===== src/rtl/lpfe_pkg.sv =====
// ----------------------------------------------------------------------------
// lpfe_pkg: shared types and constants of the length-prefixed field extractor
// Holds the parse phase and number scan encodings, default sizes and the
// character codes that the header reader tests for.
// ----------------------------------------------------------------------------
`default_nettype none

package lpfe_pkg;

	// default sizes
	localparam int HEADER_CHARS = 4;
	localparam int MAX_FIELDS   = 256;

	// register width
	localparam int INDEX_W = 8;
	localparam int BYTE_W  = 8;

	// character codes
	localparam logic [BYTE_W-1:0] CH_SPACE = 8'h20;
	localparam logic [BYTE_W-1:0] CH_TAB   = 8'h09;
	localparam logic [BYTE_W-1:0] CH_CR    = 8'h0D;
	localparam logic [BYTE_W-1:0] CH_PLUS  = 8'h2B;
	localparam logic [BYTE_W-1:0] CH_MINUS = 8'h2D;
	localparam logic [BYTE_W-1:0] CH_ZERO  = 8'h30;
	localparam logic [BYTE_W-1:0] CH_NINE  = 8'h39;

	// parse phase of the stream
	typedef enum logic [1:0] {
		PH_HEADER = 2'd0,
		PH_BODY   = 2'd1,
		PH_SEP    = 2'd2
	} phase_t;

	// progress of the decimal reader within one header
	typedef enum logic [1:0] {
		SC_SPACE  = 2'd0,
		SC_DIGITS = 2'd1,
		SC_STOP   = 2'd2
	} scan_t;

endpackage

`default_nettype wire


===== src/rtl/length_prefixed_field_extract.sv =====
// Latency: a result item is valid in the cycle after its input item is accepted.
// Throughput: one input item per cycle; the output register is refilled while
// its item is taken, so in_ready drops only while a result item stalls.
// Each byte passes one short update of the parser counters and the scan state.
// Reset (arst_n low) clears the parser state, field_index and the output
// register; block_start clears the parser state but keeps field_index.
// ----------------------------------------------------------------------------
// length_prefixed_field_extract: body extractor for length-prefixed fields
// Parses a stream of decimal-length-prefixed fields and passes on the body
// bytes of the field at the configured position, or one not-found item.
// ----------------------------------------------------------------------------
`default_nettype none

module length_prefixed_field_extract #(
	parameter int HEADER_CHARS = lpfe_pkg::HEADER_CHARS,
	parameter int MAX_FIELDS   = lpfe_pkg::MAX_FIELDS
) (
	input  wire logic                         clk,
	input  wire logic                         arst_n,
	// configuration write channel
	input  wire logic                         cfg_valid,
	output logic                              cfg_ready,
	input  wire logic [lpfe_pkg::INDEX_W-1:0] cfg_data,
	// input item channel
	input  wire logic                         in_valid,
	output logic                              in_ready,
	input  wire logic [lpfe_pkg::BYTE_W-1:0]  in_byte,
	input  wire logic                         block_start,
	// result item channel
	output logic                              out_valid,
	input  wire logic                         out_ready,
	output logic [lpfe_pkg::BYTE_W-1:0]       out_byte,
	output logic                              last,
	output logic                              not_found
);

	localparam int LEN_W = $clog2(10 ** HEADER_CHARS);
	localparam int HP_W  = (HEADER_CHARS > 1) ? $clog2(HEADER_CHARS) : 1;
	localparam int FC_W  = $clog2(MAX_FIELDS);
	localparam int CMP_W = (FC_W > lpfe_pkg::INDEX_W) ? FC_W : lpfe_pkg::INDEX_W;
	localparam logic [HP_W-1:0]  HP_LAST = HP_W'(HEADER_CHARS - 1);
	localparam logic [FC_W-1:0]  FC_MAX  = FC_W'(MAX_FIELDS - 1);
	localparam logic [LEN_W-1:0] LEN_ONE = LEN_W'(1);

	// configuration register
	logic [lpfe_pkg::INDEX_W-1:0] field_index_q;

	// parser state
	lpfe_pkg::phase_t  phase_q, phase_d;
	lpfe_pkg::scan_t   scan_q, scan_d;
	logic [HP_W-1:0]   hpos_q, hpos_d;
	logic [LEN_W-1:0]  acc_q, acc_d;
	logic [LEN_W-1:0]  rem_q, rem_d;
	logic [FC_W-1:0]   fcnt_q, fcnt_d;
	logic              neg_q, neg_d;
	logic              sel_q, sel_d;
	logic              fin_q, fin_d;

	// state as seen by the current byte, after a block start clears it
	lpfe_pkg::phase_t  phase_e;
	lpfe_pkg::scan_t   scan_e;
	logic [HP_W-1:0]   hpos_e;
	logic [LEN_W-1:0]  acc_e;
	logic [LEN_W-1:0]  rem_e;
	logic [FC_W-1:0]   fcnt_e;
	logic              neg_e;
	logic              sel_e;
	logic              fin_e;

	// header character decode
	logic              is_ws;
	logic              is_sign;
	logic              is_digit;
	logic [LEN_W-1:0]  acc_x10;
	logic              hdr_done;
	logic              hdr_bad;

	// result of the current byte
	logic                        res_valid;
	logic [lpfe_pkg::BYTE_W-1:0] res_byte;
	logic                        res_last;
	logic                        res_nf;

	// output register
	logic                        out_valid_q;
	logic [lpfe_pkg::BYTE_W-1:0] out_byte_q;
	logic                        out_last_q;
	logic                        out_nf_q;

	logic in_fire;

	assign cfg_ready = 1'b1;
	assign in_ready  = !out_valid_q || out_ready;
	assign in_fire   = in_valid && in_ready;

	// hold the configured field position
	always_ff @(posedge clk or negedge arst_n) begin
		if (!arst_n) begin
			field_index_q <= '0;
		end else if (cfg_valid && cfg_ready) begin
			field_index_q <= cfg_data;
		end
	end

	// apply block start ahead of the byte
	always_comb begin
		if (block_start) begin
			phase_e = lpfe_pkg::PH_HEADER;
			scan_e  = lpfe_pkg::SC_SPACE;
			hpos_e  = '0;
			acc_e   = '0;
			rem_e   = '0;
			fcnt_e  = '0;
			neg_e   = 1'b0;
			sel_e   = 1'b0;
			fin_e   = 1'b0;
		end else begin
			phase_e = phase_q;
			scan_e  = scan_q;
			hpos_e  = hpos_q;
			acc_e   = acc_q;
			rem_e   = rem_q;
			fcnt_e  = fcnt_q;
			neg_e   = neg_q;
			sel_e   = sel_q;
			fin_e   = fin_q;
		end
	end

	// classify the byte as a header character
	assign is_ws    = in_byte inside {lpfe_pkg::CH_SPACE, [lpfe_pkg::CH_TAB:lpfe_pkg::CH_CR]};
	assign is_sign  = (in_byte == lpfe_pkg::CH_PLUS) || (in_byte == lpfe_pkg::CH_MINUS);
	assign is_digit = in_byte inside {[lpfe_pkg::CH_ZERO:lpfe_pkg::CH_NINE]};
	assign acc_x10  = (acc_e << 3) + (acc_e << 1) + LEN_W'(in_byte[3:0]);
	assign hdr_done = (hpos_e == HP_LAST);

	// next parser state
	always_comb begin
		phase_d = phase_e;
		scan_d  = scan_e;
		hpos_d  = hpos_e;
		acc_d   = acc_e;
		rem_d   = rem_e;
		fcnt_d  = fcnt_e;
		neg_d   = neg_e;
		sel_d   = sel_e;
		fin_d   = fin_e;
		hdr_bad = 1'b0;
		if (!fin_e) begin
			case (phase_e)
				lpfe_pkg::PH_HEADER: begin
					// read one header character
					case (scan_e)
						lpfe_pkg::SC_SPACE: begin
							if (is_sign) begin
								neg_d  = (in_byte == lpfe_pkg::CH_MINUS);
								scan_d = lpfe_pkg::SC_DIGITS;
							end else if (!is_ws) begin
								if (is_digit) begin
									acc_d  = acc_x10;
									scan_d = lpfe_pkg::SC_DIGITS;
								end else begin
									scan_d = lpfe_pkg::SC_STOP;
								end
							end
						end
						lpfe_pkg::SC_DIGITS: begin
							if (is_digit) begin
								acc_d = acc_x10;
							end else begin
								scan_d = lpfe_pkg::SC_STOP;
							end
						end
						default: begin
						end
					endcase
					// close the header on its last character
					if (hdr_done) begin
						hdr_bad = neg_d || (acc_d == '0);
						if (hdr_bad) begin
							fin_d = 1'b1;
						end else begin
							sel_d   = (CMP_W'(fcnt_e) == CMP_W'(field_index_q));
							rem_d   = acc_d;
							phase_d = lpfe_pkg::PH_BODY;
							hpos_d  = '0;
							acc_d   = '0;
							scan_d  = lpfe_pkg::SC_SPACE;
							neg_d   = 1'b0;
						end
					end else begin
						hpos_d = hpos_e + HP_W'(1);
					end
				end
				lpfe_pkg::PH_BODY: begin
					// count down the body
					rem_d = rem_e - LEN_ONE;
					if (rem_e == LEN_ONE) begin
						if (sel_e) begin
							fin_d = 1'b1;
						end else begin
							phase_d = lpfe_pkg::PH_SEP;
						end
					end
				end
				default: begin
					// separator of a skipped field
					phase_d = lpfe_pkg::PH_HEADER;
					if (fcnt_e != FC_MAX) begin
						fcnt_d = fcnt_e + FC_W'(1);
					end
				end
			endcase
		end
	end

	// result of the byte
	always_comb begin
		res_valid = 1'b0;
		res_byte  = in_byte;
		res_last  = (rem_e == LEN_ONE);
		res_nf    = 1'b0;
		if (!fin_e) begin
			case (phase_e)
				lpfe_pkg::PH_HEADER: begin
					if (hdr_done && hdr_bad) begin
						res_valid = 1'b1;
						res_byte  = '0;
						res_last  = 1'b0;
						res_nf    = 1'b1;
					end
				end
				lpfe_pkg::PH_BODY: begin
					res_valid = sel_e;
				end
				default: begin
				end
			endcase
		end
	end

	// advance the parser on each accepted item
	always_ff @(posedge clk or negedge arst_n) begin
		if (!arst_n) begin
			phase_q <= lpfe_pkg::PH_HEADER;
			scan_q  <= lpfe_pkg::SC_SPACE;
			hpos_q  <= '0;
			acc_q   <= '0;
			rem_q   <= '0;
			fcnt_q  <= '0;
			neg_q   <= 1'b0;
			sel_q   <= 1'b0;
			fin_q   <= 1'b0;
		end else if (in_fire) begin
			phase_q <= phase_d;
			scan_q  <= scan_d;
			hpos_q  <= hpos_d;
			acc_q   <= acc_d;
			rem_q   <= rem_d;
			fcnt_q  <= fcnt_d;
			neg_q   <= neg_d;
			sel_q   <= sel_d;
			fin_q   <= fin_d;
		end
	end

	// output register: load on accept, drop once taken
	always_ff @(posedge clk or negedge arst_n) begin
		if (!arst_n) begin
			out_valid_q <= 1'b0;
		end else if (in_fire) begin
			out_valid_q <= res_valid;
		end else if (out_ready) begin
			out_valid_q <= 1'b0;
		end
	end

	always_ff @(posedge clk or negedge arst_n) begin
		if (!arst_n) begin
			out_byte_q <= '0;
			out_last_q <= 1'b0;
			out_nf_q   <= 1'b0;
		end else if (in_fire) begin
			out_byte_q <= res_byte;
			out_last_q <= res_last;
			out_nf_q   <= res_nf;
		end
	end

	assign out_valid = out_valid_q;
	assign out_byte  = out_byte_q;
	assign last      = out_last_q;
	assign not_found = out_nf_q;

endmodule

`default_nettype wire


===== config.mk =====
export PLATFORM = sky130hd
export DESIGN_NAME = length_prefixed_field_extract
export DESIGN_NICKNAME = d
export VERILOG_FILES = /design/src/rtl/lpfe_pkg.sv /design/src/rtl/length_prefixed_field_extract.sv
export SDC_FILE = /design/constraint.sdc
export NUM_CORES = 1
export LEC_CHECK = 0
export BUFFER_PORTS_ARGS = -buffer_cell sky130_fd_sc_hd__buf_2
export CAP_MARGIN = 5
export CORE_UTILIZATION = 45
export DETAILED_ROUTE_END_ITERATION = 8
export GPL_ROUTABILITY_DRIVEN = 0
export PLACE_DENSITY_LB_ADDON = 0.12
export RECOVER_POWER = 25
export SYNTH_ARGS = -nofsm -noshare
export SYNTH_HDL_FRONTEND = slang
export SYNTH_SLANG_ARGS = --single-unit

===== constraint.sdc =====
create_clock -name clk -period 5.85 [get_ports clk]
set_input_delay 0.2925 -clock clk [delete_from_list [all_inputs] [get_ports clk]]
set_output_delay 0.2925 -clock clk [all_outputs]
set_load 0.02 [all_outputs]

# Yosys cells after proc, flatten, opt, wreduce, memory -nomap -nowiden
# Cells that the tools add are included.
[totals]
register_bits = 64
romBits = 0
elab_cells = 125
latchBits = 0
ram_bits = 0
input_bits = 22
mem_count = 0
output_inout_bits = 13
[op_classes]
n_reduce_logical = 14
order_cmp = 4
shift = 0
n_mul = 0
div_mod_pow = 0
add_sub_neg = 5
n_bitwise = 0
n_mux = 79
eq_ne = 9
[op_table]
columns = ["operator", "n"]
rows = [
  ["$mux 14", 14],
  ["$mux 8", 7],
  ["$pmux 14 s2", 2],
  ["$mux 2", 20],
  ["$mux 1", 32],
  ["$eq 8x6->1 const B", 3],
  ["$add 14x14->14", 1],
  ["$add 14x4->14", 1],
  ["$eq 14x1->1 const B", 1],
  ["$logic_not 14->1", 1],
  ["$sub 14x1->14 const B", 1],
  ["$add 8x1->8 const B", 1],
  ["$eq 8x8->1", 1],
  ["$ge 8x4->1 const B", 1],
  ["$ge 8x6->1 const B", 1],
  ["$le 8x4->1 const B", 1],
  ["$le 8x6->1 const B", 1],
  ["$ne 8x8->1 const B", 1],
  ["$pmux 2 s2", 2],
  ["$eq 2x1->1 const B", 2],
  ["$logic_and 1x1->1", 4],
  ["$logic_not 2->1", 2],
  ["$pmux 1 s2", 2],
  ["$reduce_bool 2->1", 2],
  ["other kinds (5)", 7],
]

# Depth between registers and ports, before layout
[depth]
depth_word = 19
depth_mapped = 19

# Worst setup path before layout
# OpenSTA, ideal clock, no wires.
[synth_timing]
kind = "input -> register"
start = "input port block_start"
end = "register out_last_q (netlist: last)"
n_path_buf = 5
path_stages = 19
setup_time_ns = 0.126
arrival_ns = 4.408
setup_slack_ns = 1.316
cell_sequence = "clkbuf_1 clkbuf_1 buf_1 clkbuf_1 nor2b_1 ha_1 ha_1 inv_1 fa_1 nand2b_1 a21oi_1 o311ai_0 and3_1 o21ai_0 a21boi_0 nand3_2 a211oi_2 buf_4 o21ai_0"
[synth_via]
elab_chain_len = 18
word_cells_on_any_way = 33
classes_between = "add/sub: 2; eq/ne: 3; mux: 23; reduce/logical: 5"
[synth_rtl]
columns = ["element", "line_no", "rtl"]
rows = [
  ["start: declaration", "length_prefixed_field_extract.sv:28", "input wire logic block_start,"],
  ["$mux 14", "length_prefixed_field_extract.sv:107", "if (block_start) begin"],
  ["$add 14x14->14", "length_prefixed_field_extract.sv:134", "assign acc_x10 = (acc_e << 3) + (acc_e << 1) + LEN_W'(in_byte[3:0]);"],
  ["$add 14x4->14", "length_prefixed_field_extract.sv:134", ""],
  ["$mux 14", "length_prefixed_field_extract.sv:159, length_prefixed_field_extract.sv:168", ""],
  ["$mux 14", "length_prefixed_field_extract.sv:158", "end else if (!is_ws) begin"],
  ["$mux 14", "length_prefixed_field_extract.sv:155", "if (is_sign) begin"],
  ["$pmux 14 s2", "length_prefixed_field_extract.sv:153", "case (scan_e)"],
  ["$mux 14", "length_prefixed_field_extract.sv:150", "case (phase_e)"],
  ["[2 not listed]", "-", ""],
  ["$logic_or 1x1->1", "length_prefixed_field_extract.sv:179", "hdr_bad = neg_d || (acc_d == '0);"],
  ["$mux 1", "length_prefixed_field_extract.sv:178", "if (hdr_done) begin"],
  ["$mux 1", "length_prefixed_field_extract.sv:150", ""],
  ["$mux 1", "length_prefixed_field_extract.sv:149", "if (!fin_e) begin"],
  ["$logic_and 1x1->1", "length_prefixed_field_extract.sv:226", "if (hdr_done && hdr_bad) begin"],
  ["$mux 1", "length_prefixed_field_extract.sv:226", ""],
  ["$mux 1", "length_prefixed_field_extract.sv:224", "case (phase_e)"],
  ["$mux 1 *", "length_prefixed_field_extract.sv:223", "if (!fin_e) begin"],
  ["end signal: assignment", "length_prefixed_field_extract.sv:285", "out_last_q <= res_last;"],
  ["end: declaration", "length_prefixed_field_extract.sv:87", "logic out_last_q;"],
]
# Every way passes the cells marked *; elsewhere a longest branch is shown, timed or not. The select of a mux whose other input is x is not followed.
# A chain may end at the register's enable or synchronous reset.

# Final worst setup path
[layout_timing]
start = "register acc_q[0]"
end = "register out_byte_q, in the netlist out_byte[1]"
[layout_via]
elab_chain_len = 18
[layout_rtl]
columns = ["element", "line_no", "rtl"]
rows = [
  ["start: declaration", "length_prefixed_field_extract.sv:52", "logic [LEN_W-1:0] acc_q, acc_d;"],
  ["start signal: assignment", "length_prefixed_field_extract.sv:248", "acc_q <= '0;"],
  ["start signal: assignment", "length_prefixed_field_extract.sv:258", "acc_q <= acc_d;"],
  ["$mux 14 *", "length_prefixed_field_extract.sv:107", ""],
  ["$add 14x14->14", "length_prefixed_field_extract.sv:134", ""],
  ["$add 14x4->14", "length_prefixed_field_extract.sv:134", ""],
  ["$mux 14", "length_prefixed_field_extract.sv:159, length_prefixed_field_extract.sv:168", ""],
  ["$mux 14", "length_prefixed_field_extract.sv:158", ""],
  ["$mux 14", "length_prefixed_field_extract.sv:155", ""],
  ["$pmux 14 s2 *", "length_prefixed_field_extract.sv:153", ""],
  ["$mux 14 *", "length_prefixed_field_extract.sv:150", ""],
  ["[2 not listed]", "-", ""],
  ["$logic_or 1x1->1 *", "length_prefixed_field_extract.sv:179", ""],
  ["$mux 1 *", "length_prefixed_field_extract.sv:178", ""],
  ["$mux 1 *", "length_prefixed_field_extract.sv:150", ""],
  ["$mux 1 *", "length_prefixed_field_extract.sv:149", ""],
  ["$logic_and 1x1->1 *", "length_prefixed_field_extract.sv:226", ""],
  ["$mux 8 *", "length_prefixed_field_extract.sv:226", ""],
  ["$mux 8 *", "length_prefixed_field_extract.sv:224", ""],
  ["$mux 8 *", "length_prefixed_field_extract.sv:223", ""],
  ["end signal: assignment", "length_prefixed_field_extract.sv:284", "out_byte_q <= res_byte;"],
  ["end: declaration", "length_prefixed_field_extract.sv:86", "logic [lpfe_pkg::BYTE_W-1:0] out_byte_q;"],
]
# Marked as above.

==> flow_summary.ini <==
[worst_hold_path]
hold_class = input pin to register
min_to = field_index_q[4]
worst_hold_startpoint = cfg_data[4]
hold_path_depth = 2

[place]
io_buffers = 33
dp.cells = 719
place_area_um2 = 5019
dp_slack_ns = 1.088
dp_hpwl_um = 9554

[timing]
slew_headroom = -1.372
rsz0062_at_grt = no
finalMaxSlewViolations = 65
setup-tns-final_ns = 0
skew_ns = 0.01139
setup_viol = 0
fin_crit_ns = 4.780
setup_slack_ns = 1.070
finalHoldViolCount = 0
fmax_ghz = 0.2092
finalCritPeriodShare = 0.8171
worst_pin_slew_ns = 3.557

[critical_path]
rr_worst_depth = 14
path_max_fanout = 12
cp-end-kind = register
critical_path_class = register to register
r2r_slack_ns = 1.07
setup.worst_path.start_class = register
rr_startpoint = acc_q[0]
arrival_ns = 4.98
startpoint = acc_q[0]
cp_data_required_time_ns = 6.05
r2r-end = out_byte[1]

[yosys]
netlist_area_um2 = 4775
synth_flop_cell = dfrtp_1
yosysSeqAreaShare = 0.3354
synth_seq_cells = 64
synth_top_area_cell = dfrtp_1
synthTopCellsByArea = dfrtp_1 (34%), ha_1 (6.8%), nand2_1 (6.4%)
synth.distinct_cells = 71
synth.top_cell.area_share = 0.3354
ys_warn_count = 0
yosysMostFrequentCell = nand2_1
synth-async-reset-ratio = 1.000
syn_inst = 576
syn-num-nets = 625
synth-edff-count = 0
synth_top_cells_by_count = nand2_1 (82), dfrtp_1 (64), o21ai_0 (48)
syn_avg_cell_area_um2 = 8.289

[cells_and_area]
fin_area_um2 = 5246
layout-drive-gt1-share = 0.1319
syn2layout_area_growth_pct = 9.879
nNetsFinal = 643
nFillCells = 998
finalNonFillerCells = 735
diodes = 0
utilization = 0.5082

[routing]
antenna_left = 0
post_drt_wl_per_cell_um = 17.96
finalWirelength_um = 13200
first_iter_violations = 328
vias = 4483
drtPass1Iterations = 5
vias_per_cell = 6.099
drc = 0

[global_routing]
grt_pass1_vias = 4357
overflow = 0
grt_pass1_wl_um = 21720
antenna_found_initial = 0
grt_util_all_layers = 0.2510
grt_max_degree = 65

[clocking]
ctsResizeCount = 0
worstSkewPairLatency_ns = 0.36
cts_buffers = 9
clockBufferDepth = 2
cts_tree = yes
path_clk_slew_ns = 0.08
root_buffer = clkbuf_8
cts-htree-levels = 3
cts.sinks = 64
postCtsSetupBuffers = 0
hold_buffers = 0

[run]
cap_violations = 1

[run_status]
status = finished, violations left
violations = capacitance limit, slew limit

[die]
fp.dieH_um = 105.0
core_area_um2 = 10320
rows = 37
start_util = 0.4625
dieWidth_um = 105.0
dieArea_um2 = 11030
num_io_pins = 35

[pwr]
cellPowerDensity_nw_per_um2 = 261.4
peakVddDrop_mv = 0.1679
p_leak_nw = 2.292
-- power breakdown --
group	switching, mW	internal, mW
sequential	0.0656	0.498
combinational	0.212	0.145
clock	0.187	0.264
-- sequential cells by signal (all words and copies together), names as in the netlist, 2 cells and up --
name           cells
acc_q             14
fcnt_q             8
field_index_q      8
hpos_q             2
out_byte           8
phase_q            2
rem_q             14
scan_q             2
-- placed cells by master, fill, tap and decap left out, drive strengths merged, types with 3 or more instances in the layout --
cell type / instances
mux2: 11
nand2: 82
inv: 16
a32oi: 3
ha: 26
a22oi: 4
o32ai: 4
o31ai: 9
xor2: 4
a221o: 6
nor3: 19
o211ai: 3
o21ai: 52
a22o: 13
or3: 3
a21oi: 34
nor4: 5
xnor2: 13
and3: 5
nand4: 5
buf: 39
clkbuf: 13
o22ai: 3
a31oi: 13
o21a: 5
nand2b: 7
dfrtp: 64
nor2: 44
nor2b: 23
nor4bb: 5
nand3: 16
a21o: 4
nor3b: 3
-- metrics by stage --
stage | power (mW) | hold WS, ns
finish | 1.372 | 0.1555
CTS | 1.375 | 0.1399
global route | 1.446 | 0.1564
global placement | 0.9160 | 0.4588
floorplan | 0.8160 | -0.003091
detailed placement | 0.9234 | 0.4605
-- worst max-delay path by stage --
stage	end	slack, ns	depth (start not counted)
after floorplan	last	1.32	19
after global placement	out_byte[6]	1.24	15
after detailed placement	out_byte[1]	1.09	15
after CTS	out_byte[1]	1.12	14
after global routing	out_byte[1]	0.67	14
final	out_byte[1]	1.07	14
-- metal layers --
layer | vias up | global-route usage | share of wire
met1 | 2181 | 0.3336 | 0.47
met2 | 126 | 0.3964 | 0.45
met5 | - | 0 | 0
li1 | 2149 | - | -
met4 | 0 | 0.1288 | 0.032
met3 | 27 | 0.03681 | 0.049
-- critical path, cell delays in order (launching register included) --
cell and delay [ns]:
dfrtp_1 0.40, nor2b_1 0.32, xor2_1 0.12, ha_1 0.31, inv_1 0.06, fa_1 0.45
nand2b_1 0.18, a21oi_1 0.31, o311ai_0 0.20, and3_1 0.22, o21ai_0 0.31, a21boi_0 0.48
nand3_2 0.22, a211oi_2 0.79, o21ai_0 0.24
-- layout make-up --
type	instances	area (µm²)	share of cell area
multi-input cells	462	2965	0.5652
flip-flops and latches	64	1602	0.3053
repair buffers	40	214.0	0.04078
well taps	136	170.2	0.03243
clock buffers	12	155.1	0.02957
clock inverters	4	76.32	0.01455
inverters	17	63.81	0.01216
-- cell families (layout without fill, tap and decap cells) --
kind of cell | count (synthesis) | after routing | share of synthesized area
xor gates and xnor gates | 17 | 17 | 0.03118
AOI/OAI and AO/OA | 180 | 180 | 0.2571
buffers and inverters | 50 | 73 | 0.04350
muxes | 13 | 13 | 0.03014
adders and majority gates | 27 | 27 | 0.07233
other | 1 | 1 | 0.0007854
and+or+nand+nor | 224 | 224 | 0.2296
DFF | 64 | 64 | 0.3354
Note: power is estimated with default switching activity, not from simulation.
